--- src/rtl/sidx_pkg.sv ---
package sidx_pkg;

  // Parser phase.
  typedef enum logic [1:0] {
    PhIdle   = 2'd0,
    PhHeader = 2'd1,
    PhEntry  = 2'd2,
    PhSkip   = 2'd3
  } phase_e;

  // Kind of a result transaction.
  typedef enum logic [1:0] {
    KindHeader = 2'd0,
    KindEntry  = 2'd1,
    KindShort  = 2'd2
  } result_kind_e;

  // Header byte positions (index of the byte that completes a field).
  localparam logic [5:0] HdrVersion     = 6'd0;
  localparam logic [5:0] HdrStreamIdEnd = 6'd7;
  localparam logic [5:0] HdrTicksEnd    = 6'd11;
  localparam logic [5:0] HdrEarly32End  = 6'd15;
  localparam logic [5:0] HdrOffset32End = 6'd19;
  localparam logic [5:0] HdrCount32End  = 6'd23;
  localparam logic [5:0] HdrEarly64End  = 6'd19;
  localparam logic [5:0] HdrOffset64End = 6'd27;
  localparam logic [5:0] HdrCount64End  = 6'd31;

  // Reference entry byte positions.
  localparam logic [3:0] EntWordOneEnd = 4'd3;
  localparam logic [3:0] EntWordTwoEnd = 4'd7;
  localparam logic [3:0] EntLastByte   = 4'd11;

  localparam int unsigned ResultDataW = 304;

  // One result item.
  typedef struct packed {
    result_kind_e kind;
    logic [31:0]  stream_id;
    logic [31:0]  ticks_per_second;
    logic [63:0]  earliest_time;
    logic [63:0]  offset_to_first;
    logic [15:0]  entry_count;
    logic         points_to_index;
    logic [30:0]  referenced_bytes;
    logic [31:0]  subsegment_duration;
    logic         begins_with_access_point;
    logic [2:0]   access_point_type;
    logic [27:0]  access_point_delta;
  } result_t;

endpackage

--- src/rtl/segment_index_box_parser_top.sv ---
// Segment index box parser. Payload bytes of an index box enter one per
// transaction on the slave stream, big-endian, with tuser marking the first
// byte (which restarts parsing) and tlast marking the final byte. The block
// gives one header result when the reference count completes, one entry
// result on the last byte of each 12-byte reference, and a box-too-short
// result when the final byte comes before the header or the announced
// references are complete. Bytes before a first mark and after the last
// reference give nothing. The parse state is updated by a shift and counter
// step per byte, so a byte can be accepted in every cycle while tready is
// high. A result is registered in the output register, or in a one-deep
// skid register while an earlier result waits there; the skid register keeps
// the input open while one result waits, and tready drops only when both are
// full.
module segment_index_box_parser_top (
  input  logic         clk_i,
  input  logic         rst_ni,
  input  logic         s_axis_tvalid_i,
  output logic         s_axis_tready_o,
  input  logic [7:0]   s_axis_tdata_i,   // [7:0] data_byte
  input  logic [0:0]   s_axis_tuser_i,   // [0] payload_first
  input  logic         s_axis_tlast_i,   // payload_last
  output logic         m_axis_tvalid_o,
  input  logic         m_axis_tready_i,
  // [31:0] stream_id, [63:32] ticks_per_second, [127:64] earliest_time,
  // [191:128] offset_to_first, [207:192] entry_count, [208] points_to_index,
  // [239:209] referenced_bytes, [271:240] subsegment_duration,
  // [272] begins_with_access_point, [275:273] access_point_type,
  // [303:276] access_point_delta
  output logic [sidx_pkg::ResultDataW-1:0] m_axis_tdata_o,
  output logic [1:0]   m_axis_tuser_o    // [1:0] result_kind
);

  // Parse state.
  sidx_pkg::phase_e phase_q, phase_d;
  logic [5:0]  hdr_idx_q, hdr_idx_d;
  logic        wide_q, wide_d;
  logic [63:0] acc_q, acc_d;
  logic [31:0] stream_id_q, stream_id_d;
  logic [31:0] ticks_q, ticks_d;
  logic [63:0] earliest_q, earliest_d;
  logic [63:0] first_off_q, first_off_d;
  logic [15:0] entries_q, entries_d;
  logic [3:0]  ent_idx_q, ent_idx_d;
  logic [31:0] ent_word_q, ent_word_d;
  logic [31:0] duration_q, duration_d;

  // Output and skid stages.
  logic                out_valid_q, skid_valid_q;
  sidx_pkg::result_t   out_q, skid_q, res;
  logic                res_valid;

  logic in_fire, out_pop;
  logic first, last;
  logic [7:0] data_byte;

  // Values after an optional restart on the first mark.
  sidx_pkg::phase_e cur_phase;
  logic [5:0]  cur_hdr_idx;
  logic        cur_wide;
  logic [63:0] cur_acc;
  logic [15:0] cur_entries;
  logic [3:0]  cur_ent_idx;
  logic [63:0] acc_shift;
  logic [31:0] word;
  logic [5:0]  e_end, o_end, c_end;

  assign s_axis_tready_o = !skid_valid_q;
  assign in_fire   = s_axis_tvalid_i && s_axis_tready_o;
  assign out_pop   = out_valid_q && m_axis_tready_i;
  assign data_byte = s_axis_tdata_i;
  assign first     = s_axis_tuser_i[0];
  assign last      = s_axis_tlast_i;

  // Byte parser: one shift and index step per transaction.
  always_comb begin
    phase_d     = phase_q;
    hdr_idx_d   = hdr_idx_q;
    wide_d      = wide_q;
    acc_d       = acc_q;
    stream_id_d = stream_id_q;
    ticks_d     = ticks_q;
    earliest_d  = earliest_q;
    first_off_d = first_off_q;
    entries_d   = entries_q;
    ent_idx_d   = ent_idx_q;
    ent_word_d  = ent_word_q;
    duration_d  = duration_q;
    res         = '0;
    res_valid   = 1'b0;

    cur_phase   = first ? sidx_pkg::PhHeader : phase_q;
    cur_hdr_idx = first ? 6'd0 : hdr_idx_q;
    cur_wide    = first ? 1'b0 : wide_q;
    cur_acc     = first ? 64'd0 : acc_q;
    cur_entries = first ? 16'd0 : entries_q;
    cur_ent_idx = first ? 4'd0 : ent_idx_q;
    if (in_fire && first) begin
      stream_id_d = '0;
      ticks_d     = '0;
      earliest_d  = '0;
      first_off_d = '0;
      ent_word_d  = '0;
      duration_d  = '0;
    end

    acc_shift = {cur_acc[55:0], data_byte};
    word      = acc_shift[31:0];
    e_end     = cur_wide ? sidx_pkg::HdrEarly64End  : sidx_pkg::HdrEarly32End;
    o_end     = cur_wide ? sidx_pkg::HdrOffset64End : sidx_pkg::HdrOffset32End;
    c_end     = cur_wide ? sidx_pkg::HdrCount64End  : sidx_pkg::HdrCount32End;

    if (in_fire && cur_phase != sidx_pkg::PhIdle) begin
      phase_d   = cur_phase;
      hdr_idx_d = cur_hdr_idx;
      wide_d    = cur_wide;
      acc_d     = acc_shift;
      entries_d = cur_entries;
      ent_idx_d = cur_ent_idx;

      case (cur_phase)
        sidx_pkg::PhHeader: begin
          if (cur_hdr_idx == sidx_pkg::HdrVersion) begin
            wide_d = (data_byte != 8'd0);
          end else if (cur_hdr_idx == sidx_pkg::HdrStreamIdEnd) begin
            stream_id_d = word;
          end else if (cur_hdr_idx == sidx_pkg::HdrTicksEnd) begin
            ticks_d = word;
          end else if (cur_hdr_idx == e_end) begin
            earliest_d = cur_wide ? acc_shift : {32'd0, word};
          end else if (cur_hdr_idx == o_end) begin
            first_off_d = cur_wide ? acc_shift : {32'd0, word};
          end

          if (cur_hdr_idx == c_end) begin
            entries_d = word[15:0];
            acc_d     = '0;
            phase_d   = (word[15:0] != 16'd0) ? sidx_pkg::PhEntry : sidx_pkg::PhSkip;
            res_valid             = 1'b1;
            res.kind              = sidx_pkg::KindHeader;
            res.stream_id         = stream_id_d;
            res.ticks_per_second  = ticks_d;
            res.earliest_time     = earliest_d;
            res.offset_to_first   = first_off_d;
            res.entry_count       = word[15:0];
          end else begin
            hdr_idx_d = cur_hdr_idx + 6'd1;
          end
        end
        sidx_pkg::PhEntry: begin
          if (cur_ent_idx == sidx_pkg::EntWordOneEnd) begin
            ent_word_d = word;
            ent_idx_d  = cur_ent_idx + 4'd1;
          end else if (cur_ent_idx == sidx_pkg::EntWordTwoEnd) begin
            duration_d = word;
            ent_idx_d  = cur_ent_idx + 4'd1;
          end else if (cur_ent_idx >= sidx_pkg::EntLastByte) begin
            res_valid                    = 1'b1;
            res.kind                     = sidx_pkg::KindEntry;
            res.points_to_index          = ent_word_q[31];
            res.referenced_bytes         = ent_word_q[30:0];
            res.subsegment_duration      = duration_q;
            res.begins_with_access_point = word[31];
            res.access_point_type        = word[30:28];
            res.access_point_delta       = word[27:0];
            entries_d = cur_entries - 16'd1;
            ent_idx_d = '0;
            acc_d     = '0;
            if (cur_entries == 16'd1) begin
              phase_d = sidx_pkg::PhSkip;
            end
          end else begin
            ent_idx_d = cur_ent_idx + 4'd1;
          end
        end
        default: begin
        end
      endcase

      // Final byte: an unfinished box replaces any result with an error.
      if (last) begin
        if (phase_d != sidx_pkg::PhSkip) begin
          res       = '0;
          res.kind  = sidx_pkg::KindShort;
          res_valid = 1'b1;
        end
        phase_d = sidx_pkg::PhIdle;
      end
    end
  end

  // Control state registers.
  always_ff @(posedge clk_i or negedge rst_ni) begin
    if (!rst_ni) begin
      phase_q      <= sidx_pkg::PhIdle;
      hdr_idx_q    <= '0;
      wide_q       <= 1'b0;
      entries_q    <= '0;
      ent_idx_q    <= '0;
      out_valid_q  <= 1'b0;
      skid_valid_q <= 1'b0;
    end else begin
      phase_q   <= phase_d;
      hdr_idx_q <= hdr_idx_d;
      wide_q    <= wide_d;
      entries_q <= entries_d;
      ent_idx_q <= ent_idx_d;
      if (skid_valid_q) begin
        if (out_pop) begin
          skid_valid_q <= 1'b0;
        end
      end else if (res_valid) begin
        if (out_valid_q && !out_pop) begin
          skid_valid_q <= 1'b1;
        end else begin
          out_valid_q <= 1'b1;
        end
      end else if (out_pop) begin
        out_valid_q <= 1'b0;
      end
    end
  end

  // Payload registers.
  always_ff @(posedge clk_i) begin
    acc_q       <= acc_d;
    stream_id_q <= stream_id_d;
    ticks_q     <= ticks_d;
    earliest_q  <= earliest_d;
    first_off_q <= first_off_d;
    ent_word_q  <= ent_word_d;
    duration_q  <= duration_d;
    if (skid_valid_q) begin
      if (out_pop) begin
        out_q <= skid_q;
      end
    end else if (res_valid) begin
      if (out_valid_q && !out_pop) begin
        skid_q <= res;
      end else begin
        out_q <= res;
      end
    end
  end

  // Master stream.
  assign m_axis_tvalid_o = out_valid_q;
  assign m_axis_tuser_o  = out_q.kind;
  assign m_axis_tdata_o  = {out_q.access_point_delta, out_q.access_point_type,
                            out_q.begins_with_access_point, out_q.subsegment_duration,
                            out_q.referenced_bytes, out_q.points_to_index,
                            out_q.entry_count, out_q.offset_to_first,
                            out_q.earliest_time, out_q.ticks_per_second,
                            out_q.stream_id};

  // The skid register only fills behind a waiting output.
  assert property (@(posedge clk_i) disable iff (!rst_ni)
    skid_valid_q |-> out_valid_q)
    else $error("skid register holds a result without an output result");

  // While references are being read, at least one is still outstanding.
  assert property (@(posedge clk_i) disable iff (!rst_ni)
    (phase_q == sidx_pkg::PhEntry) |-> (entries_q != 16'd0))
    else $error("entry phase with no references left");

  // Entry byte index wraps at the end of each reference.
  assert property (@(posedge clk_i) disable iff (!rst_ni)
    ent_idx_q <= sidx_pkg::EntLastByte)
    else $error("entry byte index beyond reference length");

  // Header byte index never passes the wide count end.
  assert property (@(posedge clk_i) disable iff (!rst_ni)
    hdr_idx_q <= sidx_pkg::HdrCount64End)
    else $error("header byte index beyond header length");

endmodule
--- config.mk ---
export PLATFORM = sky130hd
export DESIGN_NAME = segment_index_box_parser_top
export DESIGN_NICKNAME = d
export VERILOG_FILES = /design/src/rtl/sidx_pkg.sv /design/src/rtl/segment_index_box_parser_top.sv
export SDC_FILE = /design/constraint.sdc
export NUM_CORES = 1
export LEC_CHECK = 0
export BUFFER_PORTS_ARGS = -buffer_cell sky130_fd_sc_hd__buf_4
export CORE_AREA = 2 2 258 260
export DETAILED_ROUTE_END_ITERATION = 10
export DIE_AREA = 0 0 260 262
export GPL_TIMING_DRIVEN = 1
export PLACE_DENSITY = 0.8
export REMOVE_ABC_BUFFERS = 1
export SLEW_MARGIN = 40
export SYNTH_ARGS = -nofsm -noshare
export SYNTH_HDL_FRONTEND = slang
export SYNTH_SLANG_ARGS = --single-unit
--- constraint.sdc ---
create_clock -name clk_i -period 29.6 [get_ports clk_i]
set_clock_uncertainty 0.15 [all_clocks]
set_input_delay 2.96 -clock clk_i [delete_from_list [all_inputs] [get_ports clk_i]]
set_output_delay 2.96 -clock clk_i [all_outputs]
set_load 0.1 [all_outputs]
# Word-level counts from Yosys, hierarchy flattened
# Index checks and enable logic that the tools add are counted.
dict set report word_totals {
  reg_bits 955
  in_bits 14
  out_inout_bits 308
  word_cells 177
}
dict set report op_classes {
  n_addsub 3
  magnitude_cmp 1
  n_eq_ne 14
  muxes 104
  bitwise 1
  reduce_logical 16
}
# op n
set ops {}
lappend ops {{2-to-1 mux 306 bit} 7}
lappend ops {{2-to-1 mux 64 bit} 16}
lappend ops {{2-to-1 mux 32 bit} 20}
lappend ops {{2-to-1 mux 208 bit} 2}
lappend ops {{2-to-1 mux 96 bit} 4}
lappend ops {{2-to-1 mux 56 bit} 5}
lappend ops {{one-hot mux 56 bit (2 select lines)} 1}
lappend ops {{2-to-1 mux 16 bit} 5}
lappend ops {{one-hot mux 16 bit (2 select lines)} 1}
lappend ops {{2-to-1 mux 4 bit} 7}
lappend ops {{2-to-1 mux 1 bit} 21}
lappend ops {{== test 6 x 5 -> 1 bit} 3}
lappend ops {{2-to-1 mux 6 bit} 3}
lappend ops {{== test 16 x 1 -> 1 bit, second input constant} 1}
lappend ops {{2-to-1 mux 2 bit} 8}
lappend ops {{nonzero test 16 bit} 1}
lappend ops {{subtractor 16 x 1 -> 16 bit, second input constant} 1}
lappend ops {{AND reduction 3 bit} 3}
lappend ops {{one-hot mux 2 bit (2 select lines)} 2}
lappend ops {{nonzero test 8 bit} 1}
lappend ops {{adder 6 x 1 -> 6 bit, second input constant} 1}
lappend ops {{== test 6 x 3 -> 1 bit, second input constant} 1}
lappend ops {{== test 6 x 4 -> 1 bit, second input constant} 1}
lappend ops {{logical NOT 6 bit} 1}
lappend ops {{14 further kinds} 23}

# Longest topological paths before layout
dict set report logic_depth {
  ltp_word 17
  mapped_depth 17
  depth_no_buf 10
}

# Worst setup path before layout
# No wires, ideal clock.
dict set report synth_path {
  path_kind {input port to flip-flop}
  start {input s_axis_tuser_i}
  end {register skid_q[0] (netlist name), enable pin}
  setup_ns 1.438
  arrival_time_ns 28.572
  required_time_ns 28.012
  slack_ns -0.560
  stages 11
  n_path_buf 3
  cell_sequence {buf_6 -> nor2b_1 -> inv_1 -> ha_1 -> inv_1 -> nand3_1 -> inv_1 -> clkbuf_1 -> buf_1 -> o211ai_1 -> a21boi_0}
}
dict set report synth_via {
  elab_chain_cells 13
  elab_cells_between_ends 35
  classes_between {order compare (1); eq/ne (7); mux (23); reduce/logical (4)}
}
# item line
set synth_lines {}
lappend synth_lines {{start: declaration} segment_index_box_parser_top.sv:20} ;# input logic [0:0] s_axis_tuser_i,
lappend synth_lines {{2-to-1 mux 16 bit} segment_index_box_parser_top.sv:95} ;# cur_entries = first ? 16'd0 : entries_q;
lappend synth_lines {{== test 16 x 1 -> 1 bit} segment_index_box_parser_top.sv:168} ;# if (cur_entries == 16'd1) begin
lappend synth_lines {{2-to-1 mux 2 bit} segment_index_box_parser_top.sv:168}
lappend synth_lines {{2-to-1 mux 2 bit} segment_index_box_parser_top.sv:156} ;# end else if (cur_ent_idx >= sidx_pkg::EntLastByte) begin
lappend synth_lines {{2-to-1 mux 2 bit} segment_index_box_parser_top.sv:153} ;# end else if (cur_ent_idx == sidx_pkg::EntWordTwoEnd) begin
lappend synth_lines {{2-to-1 mux 2 bit} segment_index_box_parser_top.sv:150} ;# if (cur_ent_idx == sidx_pkg::EntWordOneEnd) begin
lappend synth_lines {{one-hot mux 2 bit (2 select lines)} segment_index_box_parser_top.sv:120} ;# case (cur_phase)
lappend synth_lines {{2-to-1 mux 2 bit} segment_index_box_parser_top.sv:112} ;# if (in_fire && cur_phase != sidx_pkg::PhIdle) begin
lappend synth_lines {{!= test 2 bit} segment_index_box_parser_top.sv:181} ;# if (phase_d != sidx_pkg::PhSkip) begin
lappend synth_lines {{2-to-1 mux 1 bit} segment_index_box_parser_top.sv:181}
lappend synth_lines {{2-to-1 mux 1 bit} segment_index_box_parser_top.sv:180} ;# if (last) begin
lappend synth_lines {{2-to-1 mux 1 bit *} segment_index_box_parser_top.sv:112}
lappend synth_lines {{AND reduction 3 bit (no line) *} --}
lappend synth_lines {{end signal: assignment} segment_index_box_parser_top.sv:238} ;# skid_q <= res;
lappend synth_lines {{end: declaration} segment_index_box_parser_top.sv:49} ;# sidx_pkg::result_t out_q, skid_q, res;
# Every way passes the cells marked *; elsewhere a longest branch is shown, timed or not. The select of a mux whose other input is x is not followed.
# A chain may end at the register's enable or synchronous reset.

# Worst setup path in the final report
dict set report layout_path {
  start {input s_axis_tuser_i}
  end {register out_q, in the netlist m_axis_tdata_o[29] (data pin)}
}
dict set report layout_via {
  elab_chain_cells 15
  elab_cells_between_ends 40
  classes_between {order compare (1); eq/ne (8); mux (26); reduce/logical (5)}
}
# item line
set layout_lines {}
lappend layout_lines {{2-to-1 mux 16 bit} segment_index_box_parser_top.sv:95}
lappend layout_lines {{== test 16 x 1 -> 1 bit} segment_index_box_parser_top.sv:168}
lappend layout_lines {{2-to-1 mux 2 bit} segment_index_box_parser_top.sv:168}
lappend layout_lines {{2-to-1 mux 2 bit} segment_index_box_parser_top.sv:156}
lappend layout_lines {{2-to-1 mux 2 bit} segment_index_box_parser_top.sv:153}
lappend layout_lines {{2-to-1 mux 2 bit} segment_index_box_parser_top.sv:150}
lappend layout_lines {{one-hot mux 2 bit (2 select lines)} segment_index_box_parser_top.sv:120}
lappend layout_lines {{2-to-1 mux 2 bit} segment_index_box_parser_top.sv:112}
lappend layout_lines {{!= test 2 bit} segment_index_box_parser_top.sv:181}
lappend layout_lines {{2-to-1 mux 306 bit} segment_index_box_parser_top.sv:181}
lappend layout_lines {{2-to-1 mux 306 bit} segment_index_box_parser_top.sv:180}
lappend layout_lines {{2-to-1 mux 306 bit *} segment_index_box_parser_top.sv:112}
lappend layout_lines {{2-to-1 mux 306 bit *} segment_index_box_parser_top.sv:237} ;# if (out_valid_q && !out_pop) begin
lappend layout_lines {{2-to-1 mux 306 bit *} segment_index_box_parser_top.sv:236} ;# end else if (res_valid) begin
lappend layout_lines {{2-to-1 mux 306 bit *} segment_index_box_parser_top.sv:232} ;# if (skid_valid_q) begin
lappend layout_lines {{end signal: assignment} segment_index_box_parser_top.sv:234} ;# out_q <= skid_q;
lappend layout_lines {{end signal: assignment} segment_index_box_parser_top.sv:240} ;# out_q <= res;
lappend layout_lines {{end: declaration} segment_index_box_parser_top.sv:49}
# Marks and branches as above.

==> key figures <==
Run status
  – Outcome: finished, final reports clean

Power and ir drop
  – Proportion of power drawn by the clock network: 0.384
  – IR drop worst, VDD: 0.0533 mV
  – Combinational power share: 0.118
  – Sw Pwr: 824 uW
  – P per Cell Area: 67.8 nW/um2
  – P_int: 2210 uW
  – Leakage dissipation: 0.0148 uW
  – Sw Share: 0.272
  – Sequential fraction of design power: 0.498

Clock tree
  – CTS hold repair buffers: 0
  – Count of instances resized after the clock tree is built: 0
  – Clk buf depth: 3
  – Clock transition at the register clock pins on the worst setup and hold paths after CTS: 0.06 ns
  – TritonCTS Sinks: 955
  – Number of H-tree branching levels: 3
  – Clock buffers created by TritonCTS: 93
  – Clock network latency to the later pin of the worst-skew pair: 0.65 ns
  – Setup Buffers After CTS: 0
  – Clock tree from TritonCTS: yes
  – Clock root buffer: sky130_fd_sc_hd__clkbuf_16

Die
  – Die X-Extent: 260 um
  – Area of the die: 68100 um2
  – Count of standard-cell rows: 94
  – Die height: 262 um
  – Boundary pin count: 322
  – CORE AREA: 65300 um2
  – Initial Utilization: 0.597

Yosys
  – Xor and xnor area share after synthesis: 0.000450
  – Leading post-synthesis cells by cell area: sky130_fd_sc_hd__edfxtp_1, sky130_fd_sc_hd__dfxtp_1, sky130_fd_sc_hd__o21ai_0, sky130_fd_sc_hd__nand2_1, sky130_fd_sc_hd__nor2_1
  – Top-area cell type share of the netlist area: 0.515
  – Avg Inst Size Synth: 11.2 um2
  – Sequential cell area fraction in the yosys report: 0.666
  – Post-Synth Adder-Cell Area: 0.00257
  – #FFs+latches synth: 955
  – Number of instances in the synthesized netlist: 3493
  – Post-synthesis compound-gate area fraction: 0.128
  – Async SR Flop Fraction: 0.0325
  – Post-synth design cell area: 39000 um2
  – Proportion of synthesized area in mux cells: 0
  – Number of enable-type register cells in the synthesized netlist: 668
  – Number of warnings printed during yosys synthesis: 0
  – Post-synthesis cell type with the largest combined area: sky130_fd_sc_hd__edfxtp_1
  – Top_reg_cell synth: sky130_fd_sc_hd__edfxtp_1
  – Combinational family with the most area after synthesis: simple AND/OR/NAND/NOR gates
  – Fraction of the mapped netlist area in simple logic gates: 0.164
  – Distinct cell type count after synthesis: 59

GRT
  – Antenna violations before repair: 2
  – First-pass GRT wire length: 144 mm
  – Largest net degree at the start of global routing: 203
  – Vias in the first global route: 25.5k
  – Residual overflow from global routing: 0
  – Overall routing resource usage: 0.271

Timing
  – Final Max Slew Viols: 0
  – TNS Setup: 0 ns
  – Headroom to the max-slew limit: 0.425
  – Number of hold violations in the final report: 0
  – Endpoints failing setup: 0
  – Highest clock frequency the design can meet: 129 MHz
  – Shortest clock period the worst path allows after layout: 7.77 ns
  – Slew at the pin closest to its max-slew limit: 0.854 ns
  – Crit share post-route: 0.262
  – Unrepaired setup endpoints after global routing: no

Detailed routing
  – Post-detailed-route via-to-cell ratio: 5.97
  – First-pass iteration count of the detailed router: 6
  – Vias: 27.4k
  – Average routed wire per standard cell: 20.6 um
  – Post-route DRC: 0
  – Remaining number of nets flagged by the antenna check after routing: 0
  – DR iter-0 viols: 3085
  – Routed WL: 94.2 mm

Worst setup path
  – Worst stage delay on the critical path: 0.70 ns
  – Required time of the critical path: 29.80 ns
  – Number of buffer and inverter instances along the worst setup path: 5
  – Master of the slowest instance on the critical path: sky130_fd_sc_hd__buf_6
  – Worst reg2reg startpoint: phase_q[1]
  – Critical path cell sequence: buf_4 > nor2b_1 > inv_1 > ha_1 > nand4b_1 > or3_1 > nand2_2 > o2111ai_1 > a21o_4 > buf_6 > buf_6 > buf_6 > o21ai_0
  – Worst EP arrival: 7.97 ns
  – Maximum fanout along the worst path: 90
  – Family with the most delay on the worst path: buffers and inverters
  – Launching element type of the critical path: primary input
  – Critical path start-end classification: in2reg
  – First element of the critical path: s_axis_tuser_i
  – Dominant cell type by count on the critical path: sky130_fd_sc_hd__buf_6
  – Type of element capturing the critical path: register

Place
  – Routability congestion estimate: 0.884
  – Final HPWL DP: 54.6 mm
  – Total placed cells including tap cells: 4405
  – Post-DP Area: 41600 um2
  – Count of port buffers added during placement: 321

Job
  – Total of max-cap violations: 0

Min path
  – Min-delay src: ticks_q[4]
  – Type of the tightest min-delay check: reg2reg

Final layout
  – Layout cell share with drive strength beyond 1: 0.169
  – Post-route cell area: 44700 um2
  – Number of nets at the end of the flow: 3661
  – Relative area change from synthesis to final layout: 14.8%
  – Number of filler cells placed in the layout: 4604
  – Final instance count without filler cells: 4582
-- synthesized netlist by cell type, types with 6 or more instances --
library cell / count
sky130_fd_sc_hd__a31oi_1: 165
sky130_fd_sc_hd__nor4_1: 9
sky130_fd_sc_hd__nor2_1: 349
sky130_fd_sc_hd__buf_12: 9
sky130_fd_sc_hd__nor2_4: 80
sky130_fd_sc_hd__inv_1: 27
sky130_fd_sc_hd__a21oi_1: 58
sky130_fd_sc_hd__dfrtp_1: 31
sky130_fd_sc_hd__nand3_1: 261
sky130_fd_sc_hd__a22o_1: 67
sky130_fd_sc_hd__ha_1: 8
sky130_fd_sc_hd__and2_1: 112
sky130_fd_sc_hd__edfxtp_1: 668
sky130_fd_sc_hd__dfxtp_1: 256
sky130_fd_sc_hd__buf_2: 12
sky130_fd_sc_hd__and3_1: 20
sky130_fd_sc_hd__clkbuf_1: 260
sky130_fd_sc_hd__buf_6: 9
sky130_fd_sc_hd__nor2_2: 20
sky130_fd_sc_hd__o31ai_1: 6
sky130_fd_sc_hd__nor3_1: 9
sky130_fd_sc_hd__o21ai_0: 539
sky130_fd_sc_hd__nand2_1: 416
sky130_fd_sc_hd__nor2b_1: 11
sky130_fd_sc_hd__buf_1: 24
-- worst paths after layout --
check	depth (start not counted)	slack, ns	end
worst max-delay path	13	21.83	m_axis_tdata_o[29]
worst min-delay path	2	0.32	ticks_q[4]
worst max register to register	12	24.15	m_axis_tdata_o[29]
worst min register to register	2	0.32	ticks_q[4]
max in group asynchronous	1	26.84	skid_valid_q
min in group asynchronous	1	2.11	wide_q
-- through the flow --
step           setup slack, ns  hold slack, ns  power, uW   util
2_1_floorplan            -1.61           0.285       1830      -
3_3_place_gp             20.46           0.294       1890  0.636
3_5_place_dp             20.73           0.303       1890  0.638
4_1_cts                  21.38           0.317       3040  0.684
5_1_grt                  21.60           0.341       3110  0.685
6_report                 21.83           0.317       3030  0.685
-- flip-flops by register name (all words and copies together), names as in the netlist, 2 cells and up --
name / cells
m_axis_tuser_o: 2
phase_q: 2
ticks_q: 32
duration_q: 32
ent_word_q: 32
stream_id_q: 32
acc_q: 56
m_axis_tdata_o: 304
entries_q: 16
hdr_idx_q: 6
first_off_q: 64
ent_idx_q: 4
skid_q: 306
earliest_q: 64
-- routing by layer --
metal	global-route usage	routed length, um	part of all wire	vias to the layer above
li1	-	-	-	12800
met1	0.372	38600	0.41	13200
met2	0.436	45000	0.48	1200
met3	0.0425	7660	0.081	170
met4	0.106	2930	0.031	0
met5	0	0	0	-
-- power groups by stage --
stage	clock network [uW]	logic [uW]	registers, uW
2_1_floorplan	0	92.2	1740
3_3_place_gp	0	351	1540
3_5_place_dp	0	355	1540
4_1_cts	1180	357	1510
5_1_grt	1220	374	1510
6_report	1160	358	1510
-- cell type report --
cell class	count	area (um2)	share of cell area
Timing Repair Buffer	365	2890	0.0645
Clock buffer	140	2730	0.0610
Tap cell	864	1080	0.0242
Antenna cell	1	2.50	0.0000560
Multi-Input combinational cell	2197	11700	0.261
Clock inverter	33	279	0.00624
Inverter	27	106	0.00238
Sequential cell	955	26000	0.581
-- tightest hold or removal path, delay by kind of cell, from the launching register on --
kind / cells / cell delay [ns]
flops: 1 / 0.32
simple gates: 1 / 0.06
compound gates: 1 / 0.06
-- kinds of logic (layout without fill, tap and decap cells) --
| kind of cell | Yosys count | count (layout) |
|---|---|---|
| simple gates | 1313 | 1313 |
| other cells | 0 | 1 |
| compound gates | 874 | 874 |
| fa+ha+maj | 8 | 8 |
| xor+xnor | 2 | 2 |
| buf+inv | 341 | 565 |
| flops | 955 | 955 |
-- layout by cell type (no fill, tap or decap), types with 10 or more instances in the layout --
cell                        count
sky130_fd_sc_hd__nor2_2        21
sky130_fd_sc_hd__inv_1         24
sky130_fd_sc_hd__dfrtp_1       30
sky130_fd_sc_hd__buf_6         19
sky130_fd_sc_hd__a22o_1        67
sky130_fd_sc_hd__nor2_4        81
sky130_fd_sc_hd__clkbuf_1      29
sky130_fd_sc_hd__and3_1        20
sky130_fd_sc_hd__clkinv_1      11
sky130_fd_sc_hd__and2_1       112
sky130_fd_sc_hd__nand3_1      255
sky130_fd_sc_hd__a31oi_1      164
sky130_fd_sc_hd__a21oi_1       58
sky130_fd_sc_hd__o21ai_0      538
sky130_fd_sc_hd__buf_4        339
sky130_fd_sc_hd__nor2_1       347
sky130_fd_sc_hd__edfxtp_1     668
sky130_fd_sc_hd__nand2_1      416
sky130_fd_sc_hd__clkinv_2      10
sky130_fd_sc_hd__clkbuf_16     97
sky130_fd_sc_hd__dfxtp_1      256
sky130_fd_sc_hd__clkbuf_8      15
No activity file was read; power rests on OpenSTA's default activity.
